[config.mk]
export PLATFORM = sky130hd
export DESIGN_NAME = mono_note_priority_stack
export DESIGN_NICKNAME = d
export VERILOG_FILES = /design/src/design/mnps_pkg.sv /design/src/design/mnps_ram.sv /design/src/design/mono_note_priority_stack.sv
export SDC_FILE = /design/constraint.sdc
export NUM_CORES = 1
export LEC_CHECK = 0
export ABC_AREA = 1
export BUFFER_PORTS_ARGS = -buffer_cell sky130_fd_sc_hd__buf_4
export CAP_MARGIN = 5
export CORE_MARGIN = 1
export CORE_UTILIZATION = 35
export DETAILED_ROUTE_END_ITERATION = 12
export SYNTH_ARGS = -nofsm -noshare
export SYNTH_HDL_FRONTEND = slang
export SYNTH_SLANG_ARGS = --single-unit
[constraint.sdc]
create_clock -name i_clk -period 7.5 [get_ports i_clk]
set_input_delay 0.375 -clock i_clk [delete_from_list [all_inputs] [get_ports i_clk]]
set_output_delay 0.375 -clock i_clk [all_outputs]
set_load 0.005 [all_outputs]
[src/design/mnps_pkg.sv]
// ----------------------------------------------------------------------------
// mnps_pkg: shared constants and tables for the mono note priority stack
// Stack sizing, field widths, opcode codes and the pitch and gain lookup
// tables. The tables are built once at elaboration.
// ----------------------------------------------------------------------------
package mnps_pkg;

    // stack sizing
    localparam int DEPTH = 16;
    localparam int IDX_W = (DEPTH > 1) ? $clog2(DEPTH) : 1;
    localparam int CNT_W = $clog2(DEPTH + 1);

    // field widths
    localparam int NOTE_W  = 7;
    localparam int VEL_W   = 7;
    localparam int PITCH_W = 18;
    localparam int GAIN_W  = 16;
    localparam int HELD_W  = 5;

    // opcodes
    localparam logic OP_NOTE_ON  = 1'b0;
    localparam logic OP_NOTE_OFF = 1'b1;

    // 440 Hz in 1/16 Hz units
    localparam logic [PITCH_W-1:0] RESET_PITCH = 18'd7040;

    // 10^(1/63) in Q30
    localparam longint unsigned MUL_Q30 = 64'd1113711966;

    // notes 108..119 in Hz times 8192
    localparam logic [31:0] PT [12] = '{
        32'd34291786, 32'd36330882, 32'd38491228, 32'd40780036,
        32'd43204943, 32'd45774044, 32'd48495909, 32'd51379626,
        32'd54434817, 32'd57671680, 32'd61101017, 32'd64734272
    };

    typedef logic [PITCH_W-1:0] t_pitch_tab [128];
    typedef logic [GAIN_W-1:0]  t_gain_tab  [128];

    // pitch per note: octave shift of the top octave with rounding
    function automatic t_pitch_tab build_pitch_tab();
        t_pitch_tab      tab;
        int              n;
        int              sh;
        longint unsigned v;
        for (int o = 0; o < 11; o++) begin
            for (int s = 0; s < 12; s++) begin
                n = o * 12 + s;
                if (n < 128) begin
                    sh     = 18 - o;
                    v      = 64'(PT[s]);
                    v      = (v + (64'd1 << (sh - 1))) >> sh;
                    tab[n] = PITCH_W'(v);
                end
            end
        end
        return tab;
    endfunction

    // gain per velocity: 327.68 * 10^((v-1)/63) rounded, in unsigned Q1.15
    function automatic t_gain_tab build_gain_tab();
        t_gain_tab       tab;
        int              v;
        longint unsigned a;
        longint unsigned p10;
        longint unsigned num;
        longint unsigned den;
        longint unsigned q;
        den    = 64'd25 << 30;
        tab[0] = '0;
        for (int d = 0; d < 3; d++) begin
            a   = 64'd1 << 30;
            p10 = (d == 0) ? 64'd1 : ((d == 1) ? 64'd10 : 64'd100);
            for (int j = 0; j < 63; j++) begin
                v = d * 63 + j + 1;
                if (j > 0) begin
                    a = (a * MUL_Q30 + (64'd1 << 29)) >> 30;
                end
                if (v < 128) begin
                    // rounded quotient by restoring long division
                    num = a * 64'd8192 * p10 + (64'd25 << 29);
                    q   = '0;
                    for (int b = 16; b >= 0; b--) begin
                        if (num >= (den << b)) begin
                            num = num - (den << b);
                            q   = q | (64'd1 << b);
                        end
                    end
                    tab[v] = GAIN_W'(q);
                end
            end
        end
        return tab;
    endfunction

    localparam t_pitch_tab PITCH_TAB = build_pitch_tab();
    localparam t_gain_tab  GAIN_TAB  = build_gain_tab();

endpackage

[src/design/mnps_ram.sv]
// ----------------------------------------------------------------------------
// mnps_ram: generic single write, single read memory
// One write port and one read port with a registered read data output.
// ----------------------------------------------------------------------------
module mnps_ram #(
    parameter int WIDTH = 8,
    parameter int DEPTH = 16,
    parameter int ADDR_W = (DEPTH > 1) ? $clog2(DEPTH) : 1
) (
    input  logic              i_clk,
    input  logic              i_we,
    input  logic [ADDR_W-1:0] i_waddr,
    input  logic [WIDTH-1:0]  i_wdata,
    input  logic              i_re,
    input  logic [ADDR_W-1:0] i_raddr,
    output logic [WIDTH-1:0]  o_rdata
);

    logic [WIDTH-1:0] r_mem [DEPTH];
    logic [WIDTH-1:0] r_rdata;

    // write port and registered read port
    always_ff @(posedge i_clk) begin
        if (i_we) begin
            r_mem[i_waddr] <= i_wdata;
        end
        if (i_re) begin
            r_rdata <= r_mem[i_raddr];
        end
    end

    assign o_rdata = r_rdata;

endmodule

[src/design/mono_note_priority_stack.sv]
// ----------------------------------------------------------------------------
// mono_note_priority_stack: last-note priority stack for note events
// Note-on pushes a note and sets pitch and gain if the stack is not full;
// note-off or velocity zero removes every copy of the note by a compacting
// walk over the stack memory.
//   channel | direction | handshake                  | payload
//   --------+-----------+----------------------------+---------------------
//   in      | input     | i_in_valid / o_in_stall    | opcode note velocity
//   out     | output    | o_out_valid / i_out_stall  | trigger release_res
//           |           |                            | pitch gain held
//
// A note-on, or a note-off on an empty stack, goes from accept straight
// to the emit state. A note-off with notes held first walks the stack:
// the walk reads one stack entry per cycle through the single read port
// of the stack memory and compares it, then goes to the emit state.
// Reset is synchronous, active low, and empties the stack.
// o_in_stall is high while a transaction is in work; a stalled result
// sits in the output register and the next transaction may still enter.
// ----------------------------------------------------------------------------
module mono_note_priority_stack (
    input  logic                          i_clk,
    input  logic                          i_rst_n,
    input  logic                          i_in_valid,
    output logic                          o_in_stall,
    input  logic                          i_opcode,
    input  logic [mnps_pkg::NOTE_W-1:0]   i_note,
    input  logic [mnps_pkg::VEL_W-1:0]    i_velocity,
    output logic                          o_out_valid,
    input  logic                          i_out_stall,
    output logic                          o_trigger,
    output logic                          o_release_res,
    output logic [mnps_pkg::PITCH_W-1:0]  o_pitch,
    output logic [mnps_pkg::GAIN_W-1:0]   o_gain,
    output logic [mnps_pkg::HELD_W-1:0]   o_held
);

    typedef enum logic [1:0] {
        S_IDLE,
        S_WALK,
        S_EMIT
    } t_state;

    t_state                         r_state;
    logic [mnps_pkg::CNT_W-1:0]     r_count;
    logic [mnps_pkg::PITCH_W-1:0]   r_pitch;
    logic [mnps_pkg::GAIN_W-1:0]    r_gain;
    logic                           r_trig;
    logic                           r_rel;
    logic [mnps_pkg::NOTE_W-1:0]    r_op_note;
    logic [mnps_pkg::CNT_W-1:0]     r_rd_idx;
    logic [mnps_pkg::CNT_W-1:0]     r_wr_idx;
    logic                           r_pend;
    logic                           r_pend_last;
    logic [mnps_pkg::NOTE_W-1:0]    r_top_note;
    logic                           r_out_valid;
    logic                           r_o_trigger;
    logic                           r_o_release;
    logic [mnps_pkg::PITCH_W-1:0]   r_o_pitch;
    logic [mnps_pkg::GAIN_W-1:0]    r_o_gain;
    logic [mnps_pkg::HELD_W-1:0]    r_o_held;

    logic                           in_acc;
    logic                           is_off;
    logic                           not_full;
    logic                           rd_en;
    logic                           keep;
    logic [mnps_pkg::CNT_W-1:0]     n_wr_idx;
    logic                           ram_we;
    logic [mnps_pkg::IDX_W-1:0]     ram_waddr;
    logic [mnps_pkg::NOTE_W-1:0]    ram_wdata;
    logic [mnps_pkg::NOTE_W-1:0]    ram_q;

    // input handshake and decode
    assign in_acc   = i_in_valid && (r_state == S_IDLE);
    assign is_off   = (i_opcode == mnps_pkg::OP_NOTE_OFF) || (i_velocity == '0);
    assign not_full = r_count < mnps_pkg::CNT_W'(mnps_pkg::DEPTH);

    // walk: one read per cycle, compare against the removed note
    assign rd_en    = (r_state == S_WALK) && (r_rd_idx < r_count);
    assign keep     = r_pend && (ram_q != r_op_note);
    assign n_wr_idx = r_wr_idx + mnps_pkg::CNT_W'(keep);

    // stack memory write: push on note-on when not full, compaction in walk
    always_comb begin
        ram_we    = 1'b0;
        ram_waddr = r_count[mnps_pkg::IDX_W-1:0];
        ram_wdata = i_note;
        if (r_state == S_WALK) begin
            ram_we    = keep;
            ram_waddr = r_wr_idx[mnps_pkg::IDX_W-1:0];
            ram_wdata = ram_q;
        end else if (in_acc && !is_off && not_full) begin
            ram_we = 1'b1;
        end
    end

    mnps_ram #(
        .WIDTH (mnps_pkg::NOTE_W),
        .DEPTH (mnps_pkg::DEPTH),
        .ADDR_W(mnps_pkg::IDX_W)
    ) u_stack (
        .i_clk  (i_clk),
        .i_we   (ram_we),
        .i_waddr(ram_waddr),
        .i_wdata(ram_wdata),
        .i_re   (rd_en),
        .i_raddr(r_rd_idx[mnps_pkg::IDX_W-1:0]),
        .o_rdata(ram_q)
    );

    // sequencer, voice state and output register
    always_ff @(posedge i_clk) begin
        if (!i_rst_n) begin
            r_state     <= S_IDLE;
            r_count     <= '0;
            r_pitch     <= mnps_pkg::RESET_PITCH;
            r_gain      <= '0;
            r_trig      <= 1'b0;
            r_rel       <= 1'b0;
            r_rd_idx    <= '0;
            r_wr_idx    <= '0;
            r_pend      <= 1'b0;
            r_pend_last <= 1'b0;
            r_out_valid <= 1'b0;
        end else begin
            // output transaction taken; a waiting result reloads it in emit
            if (r_out_valid && !i_out_stall && (r_state != S_EMIT)) begin
                r_out_valid <= 1'b0;
            end
            case (r_state)
                S_IDLE: begin
                    if (in_acc) begin
                        r_op_note <= i_note;
                        r_trig    <= 1'b0;
                        r_rel     <= 1'b0;
                        r_rd_idx  <= '0;
                        r_wr_idx  <= '0;
                        r_pend    <= 1'b0;
                        if (!is_off) begin
                            if (not_full) begin
                                r_count <= r_count + mnps_pkg::CNT_W'(1);
                                r_pitch <= mnps_pkg::PITCH_TAB[i_note];
                                r_gain  <= mnps_pkg::GAIN_TAB[i_velocity];
                                r_trig  <= (r_count == '0);
                            end
                            r_state <= S_EMIT;
                        end else if (r_count == '0) begin
                            r_rel   <= 1'b1;
                            r_state <= S_EMIT;
                        end else begin
                            r_state <= S_WALK;
                        end
                    end
                end
                S_WALK: begin
                    if (rd_en) begin
                        r_rd_idx <= r_rd_idx + mnps_pkg::CNT_W'(1);
                    end
                    r_pend      <= rd_en;
                    r_pend_last <= rd_en && (r_rd_idx == r_count - mnps_pkg::CNT_W'(1));
                    if (keep) begin
                        r_wr_idx   <= n_wr_idx;
                        r_top_note <= ram_q;
                    end
                    // last entry seen: settle count, release and pitch
                    if (r_pend && r_pend_last) begin
                        r_count <= n_wr_idx;
                        r_rel   <= (n_wr_idx == '0);
                        if ((n_wr_idx != '0) && (ram_q == r_op_note)) begin
                            r_pitch <= mnps_pkg::PITCH_TAB[r_top_note];
                        end
                        r_state <= S_EMIT;
                    end
                end
                S_EMIT: begin
                    if (!r_out_valid || !i_out_stall) begin
                        r_out_valid <= 1'b1;
                        r_o_trigger <= r_trig;
                        r_o_release <= r_rel;
                        r_o_pitch   <= r_pitch;
                        r_o_gain    <= r_gain;
                        r_o_held    <= mnps_pkg::HELD_W'(r_count);
                        r_state     <= S_IDLE;
                    end
                end
                default: begin
                    r_state <= S_IDLE;
                end
            endcase
        end
    end

    assign o_in_stall    = (r_state != S_IDLE);
    assign o_out_valid   = r_out_valid;
    assign o_trigger     = r_o_trigger;
    assign o_release_res = r_o_release;
    assign o_pitch       = r_o_pitch;
    assign o_gain        = r_o_gain;
    assign o_held        = r_o_held;

    // stack never holds more than its depth
    a_count_bound: assert property (@(posedge i_clk) disable iff (!i_rst_n)
        r_count <= mnps_pkg::CNT_W'(mnps_pkg::DEPTH))
        else $error("stack count above depth");

    // compaction write never overtakes the read
    a_walk_order: assert property (@(posedge i_clk) disable iff (!i_rst_n)
        (r_state == S_WALK) |-> (r_wr_idx <= r_rd_idx))
        else $error("compaction write ahead of read");

    // an accepted transaction closes the input until its result is out
    a_busy_after_acc: assert property (@(posedge i_clk) disable iff (!i_rst_n)
        in_acc |=> o_in_stall)
        else $error("input open right after accept");

    // trigger and release never come together
    a_trig_rel: assert property (@(posedge i_clk) disable iff (!i_rst_n)
        o_out_valid |-> !(o_trigger && o_release_res))
        else $error("trigger and release in one result");

    // release only with an empty stack
    a_rel_empty: assert property (@(posedge i_clk) disable iff (!i_rst_n)
        (o_out_valid && o_release_res) |-> (o_held == '0))
        else $error("release with notes held");

endmodule

# After elaboration in Yosys (flattened, before gate mapping)
# Memory sizes are Yosys's and may differ from the RTL's. A register that Yosys moved wholly into a read port is not among the register bits.
# Cells that the tools add are included.
# op_classes
bitwise,4
shift,0
reduce_logical,35
muxes,44
multipliers,0
div,0
n_addsub,4
eq_ne,14
order_cmp,4
# ops
op,n
$mux 18,9
$pmux 18 s2,1
$mux 5,7
$pmux 5 s2,3
$not 7->8,3
$reduce_and 3->1,7
$ge 8x8->1 const B,2
$mux 1,14
$ne 2x2->1 const B,7
$add 5x1->5 const B,2
$logic_and 1x1->1,10
$logic_not 5->1,2
$mux 2,5
$eq 7x7->1,1
$logic_not 7->1,1
$mux 7,1
$ne 7x7->1,1
$pmux 2 s3,1
$reduce_and 6->1,1
$add 5x1->5,1
$eq 5x5->1,1
$lt 5x5->1,1
$lt 5x5->1 const B,1
$reduce_and 5->1,1
14 further kinds,22
# totals
mem_count,4
romBits,6656
ramBits,112
regBits,95
word_cells,126
inputBits,19
latch_bits,0
# memory_table
memory,words,word_bits,read_ports,rd_clocked_by_memory_dff,wr,line_no,source
(name not given),128,18,1,0,0,mono_note_priority_stack.sv:170,r_pitch <= mnps_pkg::PITCH_TAB[r_top_note];
(name not given),128,18,1,0,0,mono_note_priority_stack.sv:142,r_pitch <= mnps_pkg::PITCH_TAB[i_note];
(name not given),128,16,1,1,0,mono_note_priority_stack.sv:143,r_gain <= mnps_pkg::GAIN_TAB[i_velocity];
u_stack.r_mem,16,7,1,1,1,mnps_ram.sv:19,logic [WIDTH-1:0] r_mem [DEPTH];

# Longest topological paths before layout
# Gate-level depths: netlist of the first run.
# logic_depth
depth_word,9
mapped_depth,19
ltp_nobuf,18

# Modules after synthesis
# Synthesis of the first run repeated with hierarchy kept, for this count alone.
# hier_totals
cells_unflattened,2290
area_unflattened_um2,15966.6
# by_module_without_submodules
mod,seq_area_each_um2,n_inst,area_each_um2,cells_each
mono_note_priority_stack,2772.7,1,10861.7,1805
mnps_ram,3573.4,1,5104.9,485

# Worst setup path before layout of the first run
# OpenSTA, ideal clock, no wires.
# synth_path
path_kind,input to register
from,input i_rst_n
to,"register r_o_gain (netlist bit o_gain[0]), enable pin"
arrival_ns,2.728
slack_ns,4.332
cell_stages,4
setup_ns,0.440
required_time_ns,7.060
path_cell_list,clkbuf_1 -> buf_1 -> nand2_1 -> nor2_1
# synth_between
elab_chain_cells,1
# synth_rtl
item,line_no,source
start: declaration,mono_note_priority_stack.sv:22,"input logic i_rst_n,"
$reduce_and 3->1 (no source line),n/a,
end signal: assignment,mono_note_priority_stack.sv:181,r_o_gain <= r_gain;
end: declaration,mono_note_priority_stack.sv:59,logic [mnps_pkg::GAIN_W-1:0] r_o_gain;
# No other way between the ends.
# A chain may end at the register's enable or synchronous reset.

# Final worst setup path of the first run
# layout_path
from,register r_state[0]
to,"memory u_stack.r_mem[4][6] in the netlist's numbering, enable pin"
# layout_between
elab_chain_cells,8
# layout_rtl
item,line_no,source
start: declaration,mono_note_priority_stack.sv:43,t_state r_state;
start signal: assignment,mono_note_priority_stack.sv:114,r_state <= S_IDLE;
start signal: assignment,mono_note_priority_stack.sv:146,r_state <= S_EMIT;
start signal: assignment,mono_note_priority_stack.sv:149,r_state <= S_EMIT;
$logic_not 2->1,mono_note_priority_stack.sv:74,assign in_acc = i_in_valid && (r_state == S_IDLE);
$logic_and 1x1->1,mono_note_priority_stack.sv:74,
$logic_and 1x1->1 (2 in series),mono_note_priority_stack.sv:92,end else if (in_acc && !is_off && not_full) begin
$mux 1,mono_note_priority_stack.sv:92,
$mux 1,mono_note_priority_stack.sv:88,if (r_state == S_WALK) begin
$mux 1,mnps_ram.sv:24,if (i_we) begin
$mux 1 (not written as such),mnps_ram.sv:25,r_mem[i_waddr] <= i_wdata;
end: declaration,mnps_ram.sv:19,
# Parallel ways exist; a longest one is shown, timed or not.

==> run metrics, run 1 <==
setup tns final 0 ns; Core ar. 0.04336 mm^2; normalized max-slew margin 24.24%; number of max-cap violations 0; clock transition at the registers of the reported paths 0.06 ns; mux cell area share after synthesis 0.6458%; Worst setup EP type register; post-synthesis adder-cell area fraction 4.925%; final global-route overflow total 0; post-synthesis xor/xnor area fraction 0.7912%; fin crit period 3.200 ns; DRT antenna net count 0; Cell Chain, Critical Path inv_2 -> nor2_8 -> inv_4 -> o21ai_0 -> nand2_1 -> nor3_1; pin count of the biggest net entering global routing 63; WP data arrival 3.38 ns; IO buf count 61; Distinct cells, synth 50; Hold Crit Class in -> reg; main flop type after synthesis edfxtp_1; DIE WIDTH 212.4 um; DRT Pass-1 Iters 7; final hold slack 0.1121 ns; commonest non-fill, non-tap cells in the layout 620 x nand2_1, 269 x nor2_1, 231 x nand3_1, 174 x edfxtp_1, 151 x o21ai_0; final wirelength 56550 um; Initial Util 35.74%; Pwr Total 4.510 mW; synthesized flop and latch total 230; final RePlAce weighted congestion 1.028; DR WL met2 25240 um; Fillers 4567; final-report setup violation count 0; DRC errors left 0; slowest stage cell, crit path nor3_1; FF+latch area 0.006347 mm^2; share of cells above drive strength 1 7.319%; CP peak stage delay 0.79 ns; area grow syn2layout 10.45%; Setup WS pre-CTS 3.965 ns; register area share after synthesis 40.95%; routed wire length per instance 20.71 um; EDFF count, synth 174; FMAX 312.5 MHz; Syn Std Cell Area 0.01550 mm^2; footprint of the multi-input gates 0.008088 mm^2; CTS max path bufs 3; Resized Gates After CTS 0; gr usage total 24.66%; Hold-fix buffers, CTS 0; I/O pin count 62; CP Class reg -> reg; Max Used Layer met4; clock sink count 230; CTS Root Cell clkbuf_16; most common cell after layout, fill and taps aside nand2_1; Net Count, Synth 2219; Syn Inst Count 2139; vias in the first global route 14310; setup ws final 4.300 ns; H-tree levels 1; Vias per Instance 5.657; initial antenna violation count 0; Core Util, Final 39.48%; RSZ-0062 raised after global routing false; vias 15450; die height 212.4 um; compound-gate portion of the synthesized area 13.92%; Syn Area/Cell 7.246 um^2; Final period util 42.66%; critical path data required time 7.68 ns; CTS tree done; P_leak 7.164 nW; FFs w/ async S/R, synth 0%; Pwr Density 263.5 mW/mm^2; TritonCTS Buffers 24; startpoint types register; Die ar. 0.04513 mm^2; CP Max Fanout 36; Final #Nets 2207; main combinational cell family by area after synthesis simple AND/OR/NAND/NOR gates; row count 76; fin. max-slew vios 0; WL met1 24200 um; post-DP HPWL 40560 um; status finished clean; Fin. Hold Viols 0; first-pass GRT wire length 85580 um; Clock Skews 0.03577 ns; Slew @ Worst Pin 1.136 ns; initial drt markers 1732; clock latency on the worst-skew pair 0.56 ns; Worst IR Drop VDD 0.0002093 V; WL met3 5096 um; Post-CTS Setup Bufs 0; Synth Warn # 0; Synth Area in Simple Gates 31.71%
[worst max-delay path: cells and delay by family, from the launching register on]
family / cells / cell delay (ns)
simple gates: 3 / 1.56
compound gates: 1 / 0.55
buf+inv: 2 / 0.32
flops: 1 / 0.40
[synthesized netlist by cell type (all sizes together) (8+ instances only)]
library cell / n / area (um^2)
o32ai: 18 / 157.7
o221ai: 12 / 105.1
nand2: 627 / 2376
ha: 61 / 763.2
o211ai: 24 / 180.2
dfxtp: 56 / 1121
buf: 58 / 296.5
nand3: 232 / 1166
o22ai: 12 / 75.07
or2: 8 / 50.05
clkbuf: 52 / 195.2
a21oi: 98 / 520.5
o21ai: 163 / 815.8
nand4: 18 / 112.6
a31oi: 18 / 112.6
xor2: 8 / 70.07
nor2: 279 / 1094
mux2i: 10 / 100.1
inv: 158 / 595.6
edfxtp: 174 / 5225
nor3: 16 / 80.08
[power breakdown]
group          internal, mW  switching, mW  total (mW)
Combinational         0.434           1.07        1.50
Sequential             1.67          0.144        1.81
Clock                 0.676          0.521        1.20
Total                  2.78           1.73        4.51
[final cells by class]
| cell class | instances | share of cell area [%] |
|---|---|---|
| Antenna cell | 1 | 0.01462 |
| Clock buffer | 31 | 3.896 |
| Multi-Input combinational cell | 1639 | 47.25 |
| Tap cell | 585 | 4.276 |
| Timing Repair Buffer | 72 | 3.158 |
| Inverter | 160 | 3.523 |
| Sequential cell | 230 | 37.08 |
| Clock inverter | 13 | 0.8040 |
[registers in the layout, indices dropped and copies added (netlist names), 7 cells and up]
signal	count
r_top_note	7
u_stack.o_rdata	7
o_pitch	18
u_stack.r_mem	112
r_gain	16
o_gain	16
r_pitch	18
r_op_note	7
[metal layers]
layer  vias up  track usage (%)
met1      7266            33.93
met3       132            4.092
li1       7211                -
met4         0            9.055
met2       840            38.74
met5         -                0
[final timing paths]
path / startpoint / endpoint / slack [ns] / cells past startpoint
setup reg to reg: r_state[0] / u_stack.r_mem[4][6] / 4.30 / 6
hold reg to reg: r_pitch[10] / o_pitch[10] / 0.43 / 0
setup / recovery: r_state[0] / u_stack.r_mem[4][6] / 4.30 / 6
hold / removal: i_note[0] / r_op_note[0] / 0.11 / 1
[per-stage QoR]
stage | instance area, um^2 | cells
4_1_cts | 17120 | 2730
3_5_place_dp | 16310 | 2686
3_3_place_gp | 16310 | 2686
6_report | 17120 | 2731
2_1_floorplan | 15500 | 2139
5_1_grt | 17120 | 2730
[cell families after synthesis]
group,Yosys count
AND/OR/NAND/NOR,1185
AO/OA/AOI/OAI,369
buffers and inverters,270
flip-flops,230
adder cells (fa/ha/maj),61
XOR/XNOR,14
multiplexers,10
Power figures use the tool's default switching activity.
==> inputs of run 2 (changes only) <==
- ABC_AREA: 1 -> 0
- clock period: 7.5 -> 3.27 ns (I/O delays scaled with it)
==> run metrics, run 2 <==
final hold slack 0.02171 ns (-0.09041 ns); setup ws final 0.3766 ns (-3.924 ns); first-pass GRT wire length 80730 um (-5.7%); DRC errors left 0 (unchanged); final RePlAce weighted congestion 0.9677 (-5.8%); fin. max-slew vios 0 (unchanged); register area share after synthesis 39.29% (-1.7 points); Post-synth top cells 174 x edfxtp_1, 134 x nand2_1, 123 x a21oi_1, 123 x nor2_1, 101 x o21ai_0; P_leak 6.268 nW (-13%); gr usage total 21.76% (-2.9 points); Synth Warn # 0 (unchanged); TritonCTS Buffers 26 (+8.3%); WL met3 4251 um (-17%); clock sink count 230 (unchanged); DR WL met2 23550 um (-6.7%); RSZ-0062 raised after global routing false; Net Count, Synth 1772 (-20%); FFs w/ async S/R, synth 0% (unchanged); CP Class reg -> reg; Final #Nets 1772 (-20%); Die ar. 0.04702 mm^2 (+4.2%); Resized Gates After CTS 0 (unchanged); Design Area, Final 0.01812 mm^2 (+5.8%); H-tree levels 1 (unchanged); final global-route overflow total 0 (unchanged); Clock Skews 0.01249 ns (-0.02328 ns); vias in the first global route 13390 (-6.4%); share of cells above drive strength 1 15.30% (+8.0 points); initial antenna violation count 0 (unchanged); pin count of the biggest net entering global routing 93 (+48%); Core ar. 0.04548 mm^2 (+4.9%); placed inst area 0.01717 mm^2 (+5.3%); Pwr Density 408.9 mW/mm^2 (+55%); IO buf count 61 (unchanged); CTS max path bufs 3 (unchanged); Final period util 88.48% (+46 points); Pwr Total 7.409 mW (+64%); DIE WIDTH 216.8 um (+2.1%); clock latency on the worst-skew pair 0.56 ns (about the same); Synth area leader edfxtp_1; Hold Crit Class in -> reg; normalized max-slew margin 21.78% (-2.5 points); Fin. Hold Viols 0 (unchanged); Vias per Instance 6.171 (+9.1%); area grow syn2layout 12.17%; clock transition at the registers of the reported paths 0.06 ns (about the same); fin crit period 2.893 ns (-0.3062 ns); post-DP HPWL 36270 um (-11%); Initial Util 35.52% (-0.22 points); CTS Root Cell clkbuf_16; routed wire length per instance 22.67 um (+9.5%); Max Used Layer met4; startpoint types register; critical path data required time 3.76 ns (-3.92 ns); most common cell after layout, fill and taps aside edfxtp_1; R2R Setup Slk 0.38 ns (-3.92 ns); Worst setup EP type register; Ant. Diodes 0 (-1); Worst IR Drop VDD 0.0003260 V (+56%); number of max-cap violations 0 (unchanged); initial drt markers 2104 (+21%); Setup WS pre-CTS 0.4265 ns (-3.538 ns); Slew @ Worst Pin 1.166 ns (+0.02915 ns); status finished clean; row count 78 (+2.6%); Fillers 4498 (-1.5%); WP data arrival 3.38 ns (about the same); synthesized flop and latch total 230 (unchanged); CTS tree done; area share of the largest cell type after synthesis 32.35% (-1.4 points); DRT antenna net count 0 (unchanged); max FFs per register 112 (unchanged); I/O pin count 62 (unchanged); commonest non-fill, non-tap cells in the layout 174 x edfxtp_1, 134 x nand2_1, 128 x buf_4, 123 x a21oi_1, 122 x nor2_1; EDFF count, synth 174 (unchanged); DRT Pass-1 Iters 6 (-1); Syn Area/Cell 9.547 um^2 (+32%); top-count cell post-synth edfxtp_1; Syn Inst Count 1692 (-21%); main flop type after synthesis edfxtp_1; die height 216.8 um (+2.1%); vias 14270 (-7.6%); WL met1 22940 um (-5.2%); CP Max Fanout 9 (-75%); Distinct cells, synth 89 (+78%); setup tns final 0 ns (unchanged); largest register by flop count u_stack.r_mem; Post-CTS Setup Bufs 0 (unchanged); final-report setup violation count 0 (unchanged); ranking of synthesized cells by area edfxtp_1 32%, mux4_2 7.1%, dfxtp_1 6.9%, ha_1 4.7%, a21oi_1 3.8%; Syn Std Cell Area 0.01615 mm^2 (+4.2%); final wirelength 52400 um (-7.3%); FMAX 345.6 MHz (+11%)
## run 2: cell types whose count changed after synthesis, moves of 55 or more
| cell | before | now |
|---|---|---|
| nand2b_1 | 0 | 55 |
| o21ai_0 | 157 | 101 |
| nand2_1 | 620 | 134 |
| inv_1 | 149 | 35 |
| nor2_1 | 270 | 123 |
| nand3_1 | 231 | 45 |
## run 2: repair_timing
action,CTS,global route
hold buffers,6,0
endpoints found under the setup margin,0,0
endpoints found under the hold margin,6,0
## run 2: layer usage
layer / GRT usage [%] / vias up
met5: 0 / -
met4: 6.948 / 0
met3: 3.242 / 125
met2: 33.79 / 773
met1: 31.01 / 6874
li1: - / 6496
## run 2: worst max-delay path, stage by stage (launching register included)
cell and delay [ns]:
edfxtp_1 0.57, inv_1 0.23, ha_1 0.53, buf_4 0.24
nand2b_1 0.13, o21ai_0 0.09, mux4_2 0.48, a211o_1 0.30
o21a_1 0.10, a31oi_1 0.15
## run 2: path summary, 6_finish.rpt
check / depth (start not counted) / to / startpoint
hold reg to reg: 0 / o_gain[11] / r_gain[11]
setup / recovery: 9 / r_pitch[1] / r_top_note[1]
setup reg to reg: 9 / r_pitch[1] / r_top_note[1]
hold / removal: 2 / r_pitch[8] / i_rst_n
## run 2: final cells by class
type / instances / area [um^2] / share of cell area [%]
multi-input cells: 1252 / 8846 / 48.82
flip-flops and latches: 230 / 6347 / 35.03
well taps: 600 / 750.7 / 4.143
repair buffers: 139 / 1121 / 6.187
clock buffers: 31 / 669.4 / 3.695
clock inverters: 17 / 221.5 / 1.222
inverters: 43 / 162.7 / 0.8977
## run 2: metrics by stage
stage	instances	util (%)
final	2312	39.84
after CTS	2312	39.84
after floorplan	1692	-
after global placement	2258	37.75
after global routing	2312	39.84
after detailed placement	2258	37.75
## run 2: logic make-up (layout without fill, tap and decap cells)
kind of cell / count (synthesis) / in the layout / synth area share (%)
fa+ha+maj: 61 / 61 / 4.725
simple gates: 532 / 532 / 16.31
mux: 71 / 71 / 8.404
buf+inv: 210 / 230 / 6.042
flops: 230 / 230 / 39.29
xor+xnor: 23 / 23 / 1.247
compound gates: 565 / 565 / 23.98
## run 2: power by group
part | internal (mW) | switching, mW
clock network | 1.80 | 1.22
logic | 0.404 | 0.713
registers | 3.23 | 0.0466
total | 5.43 | 1.98
==> inputs of run 3 (changes only) <==
- CTS_BUF_LIST: default -> sky130_fd_sc_hd__clkbuf_2 sky130_fd_sc_hd__clkbuf_4 sky130_fd_sc_hd__clkbuf_8
==> run metrics, run 3 (same netlist as run 2, synthesis figures left out) <==
first-pass GRT wire length 81080 um (+0.43%); commonest non-fill, non-tap cells in the layout 174 x edfxtp_1, 134 x nand2_1, 128 x buf_4, 123 x a21oi_1, 122 x nor2_1; fin crit period 2.889 ns (-0.003989 ns); routed wire length per instance 22.47 um (-0.86%); Worst IR Drop VDD 0.0002702 V (-17%); status finished clean; final RePlAce weighted congestion 0.9677 (unchanged); DRC errors left 0 (unchanged); Design Area, Final 0.01814 mm^2 (+0.12%); vias in the first global route 13610 (+1.7%); Hold-fix buffers, CTS 9 (+3); WL met3 4571 um (+7.5%); slowest stage cell, crit path a31oi_2; post-DP HPWL 36270 um (unchanged); CP Class reg -> reg; most common cell after layout, fill and taps aside edfxtp_1; pin count of the biggest net entering global routing 93 (unchanged); RSZ-0062 raised after global routing false; WHS Path Cells 1 (-1); placed inst area 0.01717 mm^2 (unchanged); CP peak stage delay 0.52 ns (-0.05 ns); clock latency on the worst-skew pair 0.60 ns (+0.04 ns); CP Max Fanout 9 (unchanged); Worst path depth 10 (+1); normalized max-slew margin 19.91% (-1.9 points); clock sink count 230 (unchanged); setup tns final 0 ns (unchanged); clock transition at the registers of the reported paths 0.07 ns (about the same); CTS max path bufs 3 (unchanged); gr usage total 21.98% (+0.22 points); Final period util 88.36% (-0.12 points); Worst setup EP type register; P_leak 6.313 nW (+0.72%); Initial Util 35.52% (unchanged); area grow syn2layout 12.31%; Crit Reg-Reg Startpoint u_stack.o_rdata[0]; share of cells above drive strength 1 16.83% (+1.5 points); crit path to r_pitch[16]; crit path from u_stack.o_rdata[0]; vias 14480 (+1.5%); CP delay by family, top compound AO/OA/AOI/OAI gates; CTS Root Cell clkbuf_8; startpoint types register; Max Used Layer met4; Resized Gates After CTS 0 (unchanged); largest register by flop count u_stack.r_mem; final global-route overflow total 0 (unchanged); I/O pin count 62 (unchanged); initial drt markers 2029 (-3.6%); CP Buf/Inv Count 0 (-2); Vias per Instance 6.184 (+0.21%); IO buf count 61 (unchanged); final-report setup violation count 0 (unchanged); final wirelength 52610 um (+0.39%); row count 78 (unchanged); TritonCTS Buffers 40 (+54%); Die ar. 0.04702 mm^2 (unchanged); R2R Setup Slk 0.38 ns (about the same); WP data arrival 3.40 ns (+0.02 ns); initial antenna violation count 0 (unchanged); max FFs per register 112 (unchanged); H-tree levels 2 (+1); reg2reg end r_pitch[16]; Core ar. 0.04548 mm^2 (unchanged); FMAX 346.1 MHz (+0.14%); Final #Nets 1789 (+0.96%); WL met1 22660 um (-1.2%); number of max-cap violations 0 (unchanged); DR WL met2 23640 um (+0.38%); reg2reg path depth 10 (+1); die height 216.8 um (unchanged); critical path data required time 3.78 ns (+0.02 ns); Cell Chain, Critical Path xnor2_1 -> nand4_1 -> o21a_1 -> ha_1 -> or3_1 -> mux2i_1 -> a211oi_2 -> a31oi_2 -> nand2_1 -> a21oi_1; Slew @ Worst Pin 1.193 ns (+0.02776 ns); DRT antenna net count 0 (unchanged); Hold Crit Class in -> reg; Ant. Diodes 0 (unchanged); Pwr Density 400.7 mW/mm^2 (-2.0%); DRT Pass-1 Iters 6 (unchanged); fin. max-slew vios 0 (unchanged); CTS tree done; Fin. Hold Viols 0 (unchanged); Clock Skews 0.03523 ns (+0.02274 ns); DIE WIDTH 216.8 um (unchanged); Post-CTS Setup Bufs 0 (unchanged)
run 3: changes by cell type in the layout (fill, tap and decap cells not counted):
| cell | before | now |
|---|---|---|
| bufinv_16 | 4 | 3 |
| clkbuf_16 | 26 | 0 |
| clkinvlp_4 | 1 | 2 |
| clkbuf_1 | 5 | 0 |
| inv_12 | 0 | 2 |
| dlygate4sd3_1 | 6 | 9 |
| inv_6 | 2 | 0 |
| clkinv_16 | 1 | 0 |
| clkbuf_8 | 0 | 45 |
| clkinv_2 | 5 | 12 |
| clkbuf_4 | 0 | 6 |
run 3: worst min-delay path by stage:
stage,startpoint,end,slack [ns]
floorplan,i_note[0],r_op_note[0],0.26
global placement,r_gain[4],o_gain[4],0.41
detailed placement,r_pitch[0],o_pitch[0],0.42
CTS,i_note[2],r_op_note[2],0.0005
global route,i_note[2],r_op_note[2],0.02
finish,i_note[2],r_op_note[2],0.04
run 3: metrics by stage:
step	utilization (%)	hold WS (ns)	instances	setup slack (ns)	total power [mW]
final	39.89	0.04382	2341	0.3806	7.269
after detailed placement	37.75	0.4167	2258	0.4265	4.419
after global routing	39.89	0.01948	2341	0.1560	7.545
after global placement	37.75	0.4125	2258	0.4718	4.416
after floorplan	-	0.2624	1692	0.4150	4.052
after CTS	39.89	0.0004561	2341	0.3756	7.312
run 3: area by class of cell:
cell class	instances	area (um^2)
Clock buffer	51	664.4
Clock inverter	23	219.0
Fill cell	4527	27340
Inverter	43	162.7
Multi-Input combinational cell	1252	8846
Sequential cell	230	6347
Tap cell	600	750.7
Timing Repair Buffer	142	1151
run 3: where the power goes:
group | leakage (nW) | switching, mW | internal (mW)
registers | 2.04 | 0.0463 | 3.23
clock network | 0.464 | 1.26 | 1.61
logic | 3.81 | 0.715 | 0.407
total | 6.31 | 2.03 | 5.24
run 3: per-layer routing:
layer	global-route usage (%)	vias to the layer above
li1	-	6518
met1	30.92	6992
met2	33.92	834
met3	3.452	133
met4	8.286	0
met5	0	-
